[src/rtl/assert_macros.svh]
// assertion macros for the top-level rtl file
`ifndef ASSERT_MACROS_SVH
`define ASSERT_MACROS_SVH

// property checked at every rising clock edge outside reset
`define ASSERT_HOLDS(label, clk, rst_n, prop, msg) \
  label: assert property (@(posedge clk) disable iff (!rst_n) (prop)) else $error(msg);

// antecedent in one cycle implies consequent in the next
`define ASSERT_NEXT(label, clk, rst_n, pre, post, msg) \
  label: assert property (@(posedge clk) disable iff (!rst_n) (pre) |=> (post)) \
    else $error(msg);

`endif

[src/rtl/mexp_pkg.sv]
// types and constants of the modular exponentiation block
package mexp_pkg;

  localparam int unsigned WORD_W        = 32;
  localparam int unsigned WORD_BITS_DEF = 32;

  typedef struct packed {
    logic [WORD_W-1:0] base;
    logic [WORD_W-1:0] exponent;
    logic [WORD_W-1:0] modulus;
  } in_word_t;

  typedef struct packed {
    logic [WORD_W-1:0] power_mod;
    logic              zero_modulus;
  } out_word_t;

  typedef struct packed {
    logic busy;
    logic done;
  } mul_status_t;

endpackage

[src/rtl/mexp_modmul.sv]
// interleaved shift-subtract modular multiplier, one multiplier bit per cycle
module mexp_modmul import mexp_pkg::*; #(
  parameter int unsigned WORD_BITS = WORD_BITS_DEF
) (
  input  logic                 clk_i,
  input  logic                 rst_ni,
  input  logic                 start_i,
  input  logic [WORD_BITS-1:0] a_i,
  input  logic [WORD_BITS-1:0] b_i,
  input  logic [WORD_BITS-1:0] m_i,
  output mul_status_t          status_o,
  output logic [WORD_BITS-1:0] result_o
);

  localparam int unsigned CNT_W = (WORD_BITS > 1) ? $clog2(WORD_BITS) : 1;

  logic [WORD_BITS-1:0] a_q, b_q, m_q, r_q, r_d;
  logic [CNT_W-1:0]     cnt_q;
  logic                 busy_q, done_q;

  logic [WORD_BITS+1:0] t_sum, m_one, m_two, diff_one, diff_two;

  // r < m and a < m keep the sum below 3m, so one of three picks is in range
  always_comb begin
    t_sum    = {1'b0, r_q, 1'b0} + (b_q[WORD_BITS-1] ? {2'b00, a_q} : '0);
    m_one    = {2'b00, m_q};
    m_two    = {1'b0, m_q, 1'b0};
    diff_one = t_sum - m_one;
    diff_two = t_sum - m_two;
    if (t_sum >= m_two) begin
      r_d = diff_two[WORD_BITS-1:0];
    end else if (t_sum >= m_one) begin
      r_d = diff_one[WORD_BITS-1:0];
    end else begin
      r_d = t_sum[WORD_BITS-1:0];
    end
  end

  always_ff @(posedge clk_i or negedge rst_ni) begin
    if (!rst_ni) begin
      busy_q <= 1'b0;
      done_q <= 1'b0;
      cnt_q  <= '0;
    end else begin
      done_q <= 1'b0;
      if (start_i) begin
        busy_q <= 1'b1;
        cnt_q  <= CNT_W'(WORD_BITS - 1);
      end else if (busy_q) begin
        if (cnt_q == '0) begin
          busy_q <= 1'b0;
          done_q <= 1'b1;
        end else begin
          cnt_q <= cnt_q - 1'b1;
        end
      end
    end
  end

  always_ff @(posedge clk_i) begin
    if (start_i) begin
      a_q <= a_i;
      b_q <= b_i;
      m_q <= m_i;
      r_q <= '0;
    end else if (busy_q) begin
      r_q <= r_d;
      b_q <= {b_q[WORD_BITS-2:0], 1'b0};
    end
  end

  assign status_o.busy = busy_q;
  assign status_o.done = done_q;
  assign result_o      = r_q;

endmodule

[src/rtl/modular_exponentiation.sv]
// modular exponentiation top level: square-and-multiply sequencer and output register
//
// Returns base^exponent mod modulus, scanning the exponent from its lowest bit and
// running every product through one shared modular multiplier. An item runs
// 1 + L + P products, where L is the position of the highest set exponent bit (number
// of squarings, zero for exponent 0 or 1) and P the number of set exponent bits; the
// first multiplication reduces the base. A zero modulus skips the multiplier and answers
// with power_mod 0 and zero_modulus set. The block takes one item at a time: in_ready_o
// is high only while no item is being worked, and a finished word waits in the output
// register so that the next item can be accepted before it is taken.
`include "assert_macros.svh"

module modular_exponentiation import mexp_pkg::*; #(
  parameter int unsigned WORD_BITS = WORD_BITS_DEF
) (
  input  logic      clk_i,
  input  logic      rst_ni,
  input  logic      in_valid_i,
  output logic      in_ready_o,
  input  in_word_t  in_data_i,
  output logic      out_valid_o,
  input  logic      out_ready_i,
  output out_word_t out_data_o
);

  localparam logic [2:0] S_IDLE = 3'd0;
  localparam logic [2:0] S_RED  = 3'd1;
  localparam logic [2:0] S_MUL  = 3'd2;
  localparam logic [2:0] S_SQR  = 3'd3;
  localparam logic [2:0] S_FIN  = 3'd4;

  logic [2:0]           state_q, state_d;
  logic [WORD_BITS-1:0] m_q, m_d, e_q, e_d, acc_q, acc_d, sq_q, sq_d, res_q, res_d;
  logic                 err_q, err_d;
  logic                 out_valid_q, out_valid_d;
  out_word_t            out_q, out_d;

  logic                 mul_start;
  logic [WORD_BITS-1:0] mul_a, mul_b, mul_m, mul_res;
  mul_status_t          mul_stat;

  logic [WORD_BITS-1:0] base_w, expo_w, mod_w, e_next;

  assign base_w = in_data_i.base[WORD_BITS-1:0];
  assign expo_w = in_data_i.exponent[WORD_BITS-1:0];
  assign mod_w  = in_data_i.modulus[WORD_BITS-1:0];
  assign e_next = e_q >> 1;

  always_comb begin
    state_d     = state_q;
    m_d         = m_q;
    e_d         = e_q;
    acc_d       = acc_q;
    sq_d        = sq_q;
    res_d       = res_q;
    err_d       = err_q;
    out_valid_d = out_valid_q;
    out_d       = out_q;
    mul_start   = 1'b0;
    mul_a       = acc_q;
    mul_b       = sq_q;
    mul_m       = m_q;

    if (out_valid_q && out_ready_i) begin
      out_valid_d = 1'b0;
    end

    unique case (state_q)
      S_IDLE: begin
        if (in_valid_i) begin
          m_d   = mod_w;
          e_d   = expo_w;
          err_d = 1'b0;
          // one mod m is zero for a modulus of one
          acc_d = (mod_w == WORD_BITS'(1)) ? '0 : WORD_BITS'(1);
          if (mod_w == '0) begin
            res_d   = '0;
            err_d   = 1'b1;
            state_d = S_FIN;
          end else begin
            // base mod m as 1 * base
            mul_start = 1'b1;
            mul_a     = WORD_BITS'(1);
            mul_b     = base_w;
            mul_m     = mod_w;
            state_d   = S_RED;
          end
        end
      end
      S_RED: begin
        if (mul_stat.done) begin
          sq_d = mul_res;
          if (e_q == '0) begin
            res_d   = acc_q;
            state_d = S_FIN;
          end else if (e_q[0]) begin
            mul_start = 1'b1;
            mul_a     = acc_q;
            mul_b     = mul_res;
            state_d   = S_MUL;
          end else begin
            mul_start = 1'b1;
            mul_a     = mul_res;
            mul_b     = mul_res;
            state_d   = S_SQR;
          end
        end
      end
      S_MUL: begin
        if (mul_stat.done) begin
          acc_d = mul_res;
          // no set bit left: later squares cannot change the product
          if (e_next == '0) begin
            res_d   = mul_res;
            state_d = S_FIN;
          end else begin
            mul_start = 1'b1;
            mul_a     = sq_q;
            mul_b     = sq_q;
            state_d   = S_SQR;
          end
        end
      end
      S_SQR: begin
        if (mul_stat.done) begin
          sq_d      = mul_res;
          e_d       = e_next;
          mul_start = 1'b1;
          if (e_next[0]) begin
            mul_a   = acc_q;
            mul_b   = mul_res;
            state_d = S_MUL;
          end else begin
            mul_a   = mul_res;
            mul_b   = mul_res;
            state_d = S_SQR;
          end
        end
      end
      S_FIN: begin
        if (!out_valid_q || out_ready_i) begin
          out_valid_d        = 1'b1;
          out_d.power_mod    = WORD_W'(res_q);
          out_d.zero_modulus = err_q;
          state_d            = S_IDLE;
        end
      end
      default: begin
        state_d = S_IDLE;
      end
    endcase
  end

  mexp_modmul #(
    .WORD_BITS(WORD_BITS)
  ) u_modmul (
    .clk_i   (clk_i),
    .rst_ni  (rst_ni),
    .start_i (mul_start),
    .a_i     (mul_a),
    .b_i     (mul_b),
    .m_i     (mul_m),
    .status_o(mul_stat),
    .result_o(mul_res)
  );

  always_ff @(posedge clk_i or negedge rst_ni) begin
    if (!rst_ni) begin
      state_q     <= S_IDLE;
      out_valid_q <= 1'b0;
    end else begin
      state_q     <= state_d;
      out_valid_q <= out_valid_d;
    end
  end

  always_ff @(posedge clk_i) begin
    m_q   <= m_d;
    e_q   <= e_d;
    acc_q <= acc_d;
    sq_q  <= sq_d;
    res_q <= res_d;
    err_q <= err_d;
    out_q <= out_d;
  end

  assign in_ready_o  = (state_q == S_IDLE);
  assign out_valid_o = out_valid_q;
  assign out_data_o  = out_q;

  `ASSERT_HOLDS(a_idle_unit_free, clk_i, rst_ni, !in_ready_o || !mul_stat.busy,
    "multiplier busy while sequencer idle")
  `ASSERT_HOLDS(a_done_in_mul_state, clk_i, rst_ni,
    !mul_stat.done || state_q == S_RED || state_q == S_MUL || state_q == S_SQR,
    "multiplier result outside a multiply state")
  `ASSERT_HOLDS(a_err_zero, clk_i, rst_ni,
    !(out_valid_o && out_data_o.zero_modulus) || out_data_o.power_mod == '0,
    "error word with nonzero power_mod")
  `ASSERT_NEXT(a_accept_busy, clk_i, rst_ni, in_valid_i && in_ready_o, !in_ready_o,
    "ready stayed high after accept")

endmodule
[config.mk]
export PLATFORM = sky130hd
export DESIGN_NAME = modular_exponentiation
export DESIGN_NICKNAME = d
export VERILOG_FILES = /design/src/rtl/mexp_pkg.sv /design/src/rtl/mexp_modmul.sv /design/src/rtl/modular_exponentiation.sv
export VERILOG_INCLUDE_DIRS = /design/src /design/src/rtl
export SDC_FILE = /design/constraint.sdc
export NUM_CORES = 1
export LEC_CHECK = 0
export ABC_AREA = 0
export BUFFER_PORTS_ARGS = -buffer_cell sky130_fd_sc_hd__buf_2
export CELL_PAD_IN_SITES_DETAIL_PLACEMENT = 1
export CELL_PAD_IN_SITES_GLOBAL_PLACEMENT = 1
export CORE_AREA = 2 2 219 221
export DETAILED_ROUTE_END_ITERATION = 8
export DIE_AREA = 0 0 221 223
export PLACE_DENSITY = 0.79
export SYNTH_ARGS = -nofsm -noshare
export SYNTH_HDL_FRONTEND = slang
export SYNTH_SLANG_ARGS = --single-unit
[constraint.sdc]
create_clock -name clk_i -period 5.4 [get_ports clk_i]
set_clock_uncertainty 0.2 [all_clocks]
set_input_delay 1.08 -clock clk_i [delete_from_list [all_inputs] [get_ports clk_i]]
set_output_delay 1.08 -clock clk_i [all_outputs]
set_load 0.02 [all_outputs]
# Word level (Yosys, flattened, before mapping)
# Index checks and enable logic that the tools add are counted.
[totals] word_cells=127 register_bits=333
[op_classes] add_sub_neg=4 muxes=70 reduce_logical=20 magnitude_cmp=2 eq_ne=14
[ops] cell="2-to-1 mux 32 bit" n=32
[ops] cell="one-hot mux 32 bit (3 select lines)" n=2
[ops] cell="one-hot mux 32 bit (2 select lines)" n=2
[ops] cell="one-hot mux 32 bit (4 select lines)" n=1
[ops] cell="zero test 32 bit" n=3
[ops] cell="subtractor 32 bit" n=2
[ops] cell="adder 33 x 32 -> 34 bit" n=1
[ops] cell="greater-or-equal comparator 34 x 32 -> 1 bit" n=1
[ops] cell="greater-or-equal comparator 34 x 33 -> 1 bit" n=1
[ops] cell="== test 32 x 1 -> 1 bit (second input constant)" n=1
[ops] cell="2-to-1 mux 3 bit" n=8
[ops] cell="2-to-1 mux 1 bit" n=20
[ops] cell="2-to-1 mux 5 bit" n=3
[ops] cell="one-hot mux 3 bit (5 select lines)" n=1
[ops] cell="!= test 2 bit (second input constant)" n=5
[ops] cell="!= test 2 x 1 -> 1 bit (second input constant)" n=4
[ops] cell="AND reduction 7 bit" n=1
[ops] cell="== test 3 x 2 -> 1 bit (second input constant)" n=2
[ops] cell="AND reduction 2 bit" n=3
[ops] cell="AND reduction 3 bit" n=2
[ops] cell="nonzero test 2 bit" n=3
[ops] cell="zero test 5 bit" n=1
[ops] cell="AND reduction 5 bit" n=1
[ops] cell="subtractor 5 x 1 -> 5 bit (second input constant)" n=1
[ops] cell="9 further kinds" n=9

# Depth between registers and ports, before layout
[logic_depth] word_depth=6 ltp_mapped=26 mapped_depth_nobuf=23

# Modules after synthesis
# From an unflattened synthesis, not the netlist that was laid out.
[hier_totals] hier_cells=2160 hier_area_um2=21348.0
[modules_own_cells] mod="modular_exponentiation" seq_area_each_um2=5925.7 area_per_inst_um2=10877.9 cells_each=1036 instances=1
[modules_own_cells] mod="mexp_modmul" seq_area_each_um2=3698.5 area_per_inst_um2=10470.0 cells_each=1124 instances=1

# Least setup slack after synthesis
# Ideal clock, no wire load.
[synth_path] path_type="reg-to-reg" startpoint="register u_modmul.b_q[31]" endpoint="register u_modmul.r_q[0], in the netlist u_modmul.result_o[0]" n_path_buf=1 t_arrival_ps=5136 path_stages_with_launch=23 slack_ps=-22 cell_sequence="edfxtp_1 -> clkbuf_1 -> and2_1 -> ha_1 -> o211ai_1 -> o21ai_0 -> nor2_1 -> o21bai_1 -> a31oi_1 -> a221oi_1 -> nor2b_1 -> xnor2_1 -> ha_1 -> o21ai_0 -> nand2b_1 -> a41o_1 -> or3_1 -> o21bai_2 -> and4b_4 -> nor4b_4 -> and2_1 -> mux2_2 -> a211oi_1"
[synth_between] elab_chain_len=5 elab_cells_between_ends=8
[synth_rtl] element="from (decl)" line="mexp_modmul.sv:17" source="logic [WORD_BITS-1:0] a_q, b_q, m_q, r_q, r_d;"
[synth_rtl] element="from (signal assigned)" line="mexp_modmul.sv:63" source="b_q <= b_i;"
[synth_rtl] element="from (signal assigned)" line="mexp_modmul.sv:68" source="b_q <= {b_q[WORD_BITS-2:0], 1'b0};"
[synth_rtl] element="2-to-1 mux 32 bit (*)" line="mexp_modmul.sv:25" source="t_sum = {1'b0, r_q, 1'b0} + (b_q[WORD_BITS-1] ? {2'b00, a_q} : '0);"
[synth_rtl] element="adder 33 x 32 -> 34 bit (*)" line="mexp_modmul.sv:25"
[synth_rtl] element="subtractor 32 bit / greater-or-equal comparator 34 x 32 -> 1 bit (equally long branches)" line="mexp_modmul.sv:28, mexp_modmul.sv:32"
[synth_rtl] element="2-to-1 mux 32 bit" line="mexp_modmul.sv:32" source="end else if (t_sum >= m_one) begin"
[synth_rtl] element="2-to-1 mux 32 bit (*)" line="mexp_modmul.sv:30" source="if (t_sum >= m_two) begin"
[synth_rtl] element="to (signal assigned)" line="mexp_modmul.sv:67" source="r_q <= r_d;"
[synth_rtl] element="to (decl)" line="mexp_modmul.sv:17"
# Every way passes the cells marked *; elsewhere a longest branch is shown, timed or not.
# A chain may end at the register's enable or synchronous reset.

# Worst setup path in the final report
# Ends and elaborated chain as after synthesis.

==> flow_summary_export.csv <==
group,metric,value,unit
run_status,outcome,"finished with violations",
run_status,violations,"negative setup slack",
critical_path,critPathKind,"reg2reg",
finish,final_cell_area,25800,um2
route,totalWireLength,75700,um
route,num_vias,18888,
logic_synthesis,syn-instance-count,2085,
route,via_per_inst,6.15,
floorplanning,start_util,0.432,
logic_synthesis,yosys.area_share.simple,0.160,
cts,clk_latency,0.58,ns
sta,rsz0062_at_grt,"yes",
route,dr.pass1.iters,8,
logic_synthesis,synth_async_sr_flop_share,0.0330,
sta,drv_slew,0,
critical_path,cpPeakStageDelay,0.49,ns
critical_path,cp.required,5.68,ns
logic_synthesis,synthFlopType,"edfxtp_1",
finish,area_growth,26.7,%
finish,final_nets,2629,
critical_path,cp_max_fo,10,
grt,antenna_found_initial,1,
cts,clk_pin_slew,0.06,ns
critical_path,rrSetupSlack,-0.16,ns
sta,hold_viol,0,
sta,min_period,5.56,ns
critical_path,critPathTopFamily,"compound AO/OA/AOI/OAI gates",
floorplanning,core_area,47100,um2
grt,overflow,0,
critical_path,start_kind,"register",
cts,clockRootBuffer,"clkbuf_16",
route,antenna_left,0,
floorplanning,io_pins,135,
logic_synthesis,synth_fa_ha_area_frac,0.0625,
floorplanning,die_x,221,um
placed_design,dp_hpwl,51200,um
floorplanning,die_h,223,um
flow_run,cap_violations,0,
logic_synthesis,synth-edff-count,290,
logic_synthesis,yosysMostFrequentCell,"nand2_1",
logic_synthesis,ys_seq_area_frac,0.472,
logic_synthesis,ys_ff_latch,333,
logic_synthesis,synth_xor_area_frac,0.0335,
placed_design,place.gp.congestion,0.966,
floorplanning,dieArea,49300,um2
sta,tightest_slew,1.29,ns
cts,cts_buffers,38,
route,first_iter_violations,1710,
cts,htree_levels,2,
critical_path,timing.critical_path.mode_cell,"o21a_1",
finish,n_antenna_cell,0,
logic_synthesis,avgSynthCellArea,9.77,um2
logic_synthesis,synth_common_cells,"nand2_1 (320), edfxtp_1 (290), a21oi_1 (194)",
placed_design,place_area,23200,um2
logic_synthesis,syn_area,20400,um2
sta,max_freq,180,MHz
grt,grt_max_degree,75,
critical_path,arrival,5.84,ns
sta,slew_headroom,0.139,
sta,fin_ws,-0.157,ns
logic_synthesis,ys_types,83,
logic_synthesis,synth_top_area_frac,0.428,
route,routedWlPerCell,24.6,um
cts,cts.sinks,333,
logic_synthesis,synth_top_family_by_area,"compound AO/OA/AOI/OAI gates",
logic_synthesis,yosys_warnings,0,
logic_synthesis,synth_top_area_cell,"edfxtp_1",
logic_synthesis,yosys-top-cells-area,"edfxtp_1 (43%), ha_1 (6.0%), nand2_1 (5.9%), a21oi_1 (4.8%), dfxtp_1 (3.1%)",
sta,setup_viol,27,
worst_hold_path,hold_path.class,"in2async",
logic_synthesis,synth_fp_nets,2285,
finish,drive_above_1_share,0.276,
placed_design,io_buffers,134,
floorplanning,fp-row-count,80,
critical_path,critPathSlowestCell,"edfxtp_1",
route,route.detailed.drc,0,
grt,grt_pass1_vias,19919,
logic_synthesis,synth_compound_area_frac,0.201,
grt,grt_pass1_wl,114000,um
cts,cts_tree,"built",
logic_synthesis,synthMuxAreaShare,0.0318,
critical_path,crit_buf_inv,4,
critical_path,endpoint_kind,"register",
sta,fin_crit_sh,1.03,
cts,max-clock-path-buffers,3,
grt,grtUsageTotal,0.293,
[layout by cell type (no fill, tap or decap), types with 10 or more instances in the layout]
| cell type | n |
|---|---|
| and3_1 | 48 |
| nand4_1 | 17 |
| a221oi_1 | 32 |
| buf_2 | 135 |
| dfxtp_1 | 32 |
| a21o_1 | 71 |
| mux2_2 | 44 |
| inv_1 | 95 |
| xor2_1 | 26 |
| o211ai_1 | 16 |
| o21ai_1 | 20 |
| dfrtp_1 | 10 |
| and2_1 | 29 |
| a222oi_1 | 11 |
| o31ai_1 | 23 |
| a221o_1 | 33 |
| a21oi_2 | 23 |
| clkbuf_16 | 41 |
| nand2b_1 | 19 |
| xnor2_1 | 41 |
| o21ai_2 | 15 |
| nor2_1 | 121 |
| edfxtp_1 | 290 |
| nand3_1 | 32 |
| o21a_1 | 15 |
| nor4_1 | 18 |
| nor2b_1 | 11 |
| nor3_1 | 16 |
| mux2i_1 | 13 |
| ha_1 | 77 |
| a31oi_1 | 17 |
| buf_6 | 10 |
| nand2_1 | 316 |
| o21ai_0 | 68 |
| buf_4 | 257 |
| a21oi_1 | 171 |
| and2_4 | 11 |
| ha_4 | 20 |
[registers in the layout (all words and copies together), names as in the netlist, 3 cells and up]
name and flops:
u_modmul.a_q 32, state_q 3, acc_q 32, res_q 32
sq_q 32, u_modmul.cnt_q 5, u_modmul.result_o 32, out_data_o 33
u_modmul.b_q 32, e_q 32, m_q 32, u_modmul.m_q 32
[per-stage QoR]
step                instances  utilization  worst slack (ns)  hold slack [ns]  TNS, ns
floorplan                2085            -            0.0673            0.200        0
global placement         2957        0.491            -0.339            0.201    -6.33
detailed placement       2957        0.491            -0.586            0.205   -15.12
CTS                      3054        0.532           -0.0752            0.180  -0.0763
global route             3073        0.547            -0.336            0.193    -7.97
finish                   3073        0.547            -0.157            0.178    -2.60
[logic make-up (layout without fill, tap and decap cells)]
family | Yosys count | in the layout
xor gates and xnor gates | 78 | 78
buffers and inverters | 205 | 578
muxes | 59 | 59
DFF | 333 | 333
adders and majority gates | 100 | 100
and+or+nand+nor | 699 | 699
AOI/OAI and AO/OA | 611 | 611
[final cells by class]
cell class / instances / area [um2]
multi-input combinational: 1547 / 10900
tap: 615 / 769
timing repair buffer: 409 / 2860
clock buffer: 51 / 1060
clock inverter: 18 / 188
inverter: 100 / 379
sequential: 333 / 9630
fill: 5182 / 21300
[worst paths after layout]
kind	start	endpoint	depth (start not counted)
hold / removal	rst_ni	out_valid_o$_DFF_PN0_	1
setup reg to reg	u_modmul.b_q[31]$_DFFE_PP_	u_modmul.result_o[0]$_SDFFE_PP0P_	25
setup / recovery	u_modmul.b_q[31]$_DFFE_PP_	u_modmul.result_o[0]$_SDFFE_PP0P_	25
hold reg to reg	res_q[30]$_DFFE_PP_	out_data_o[31]$_DFFE_PP_	0
min in group clk_i	res_q[30]$_DFFE_PP_	out_data_o[31]$_DFFE_PP_	0
max in group asynchronous	rst_ni	u_modmul.cnt_q[0]$_DFFE_PN0P_	1
[timing repair]
action,CTS,global route
setup buffers,31,18
hold endpoints to repair,0,0
gates cloned,0,5
pin swaps,41,83
hold buffers,0,0
gates resized for setup,91,124
endpoints found under the setup margin,32,32
[layer usage]
layer  up-vias  routed length [um]  global-route usage
met5         -                   0                   0
met4         0                4090               0.152
met3       232                4460              0.0365
met2       803               37600               0.509
met1      9423               29500               0.357
li1       8430                   -                   -
Power is left out: the tool's default activity adds up to more than one toggle a clock period on the data nets, which glitch-free logic cannot reach.
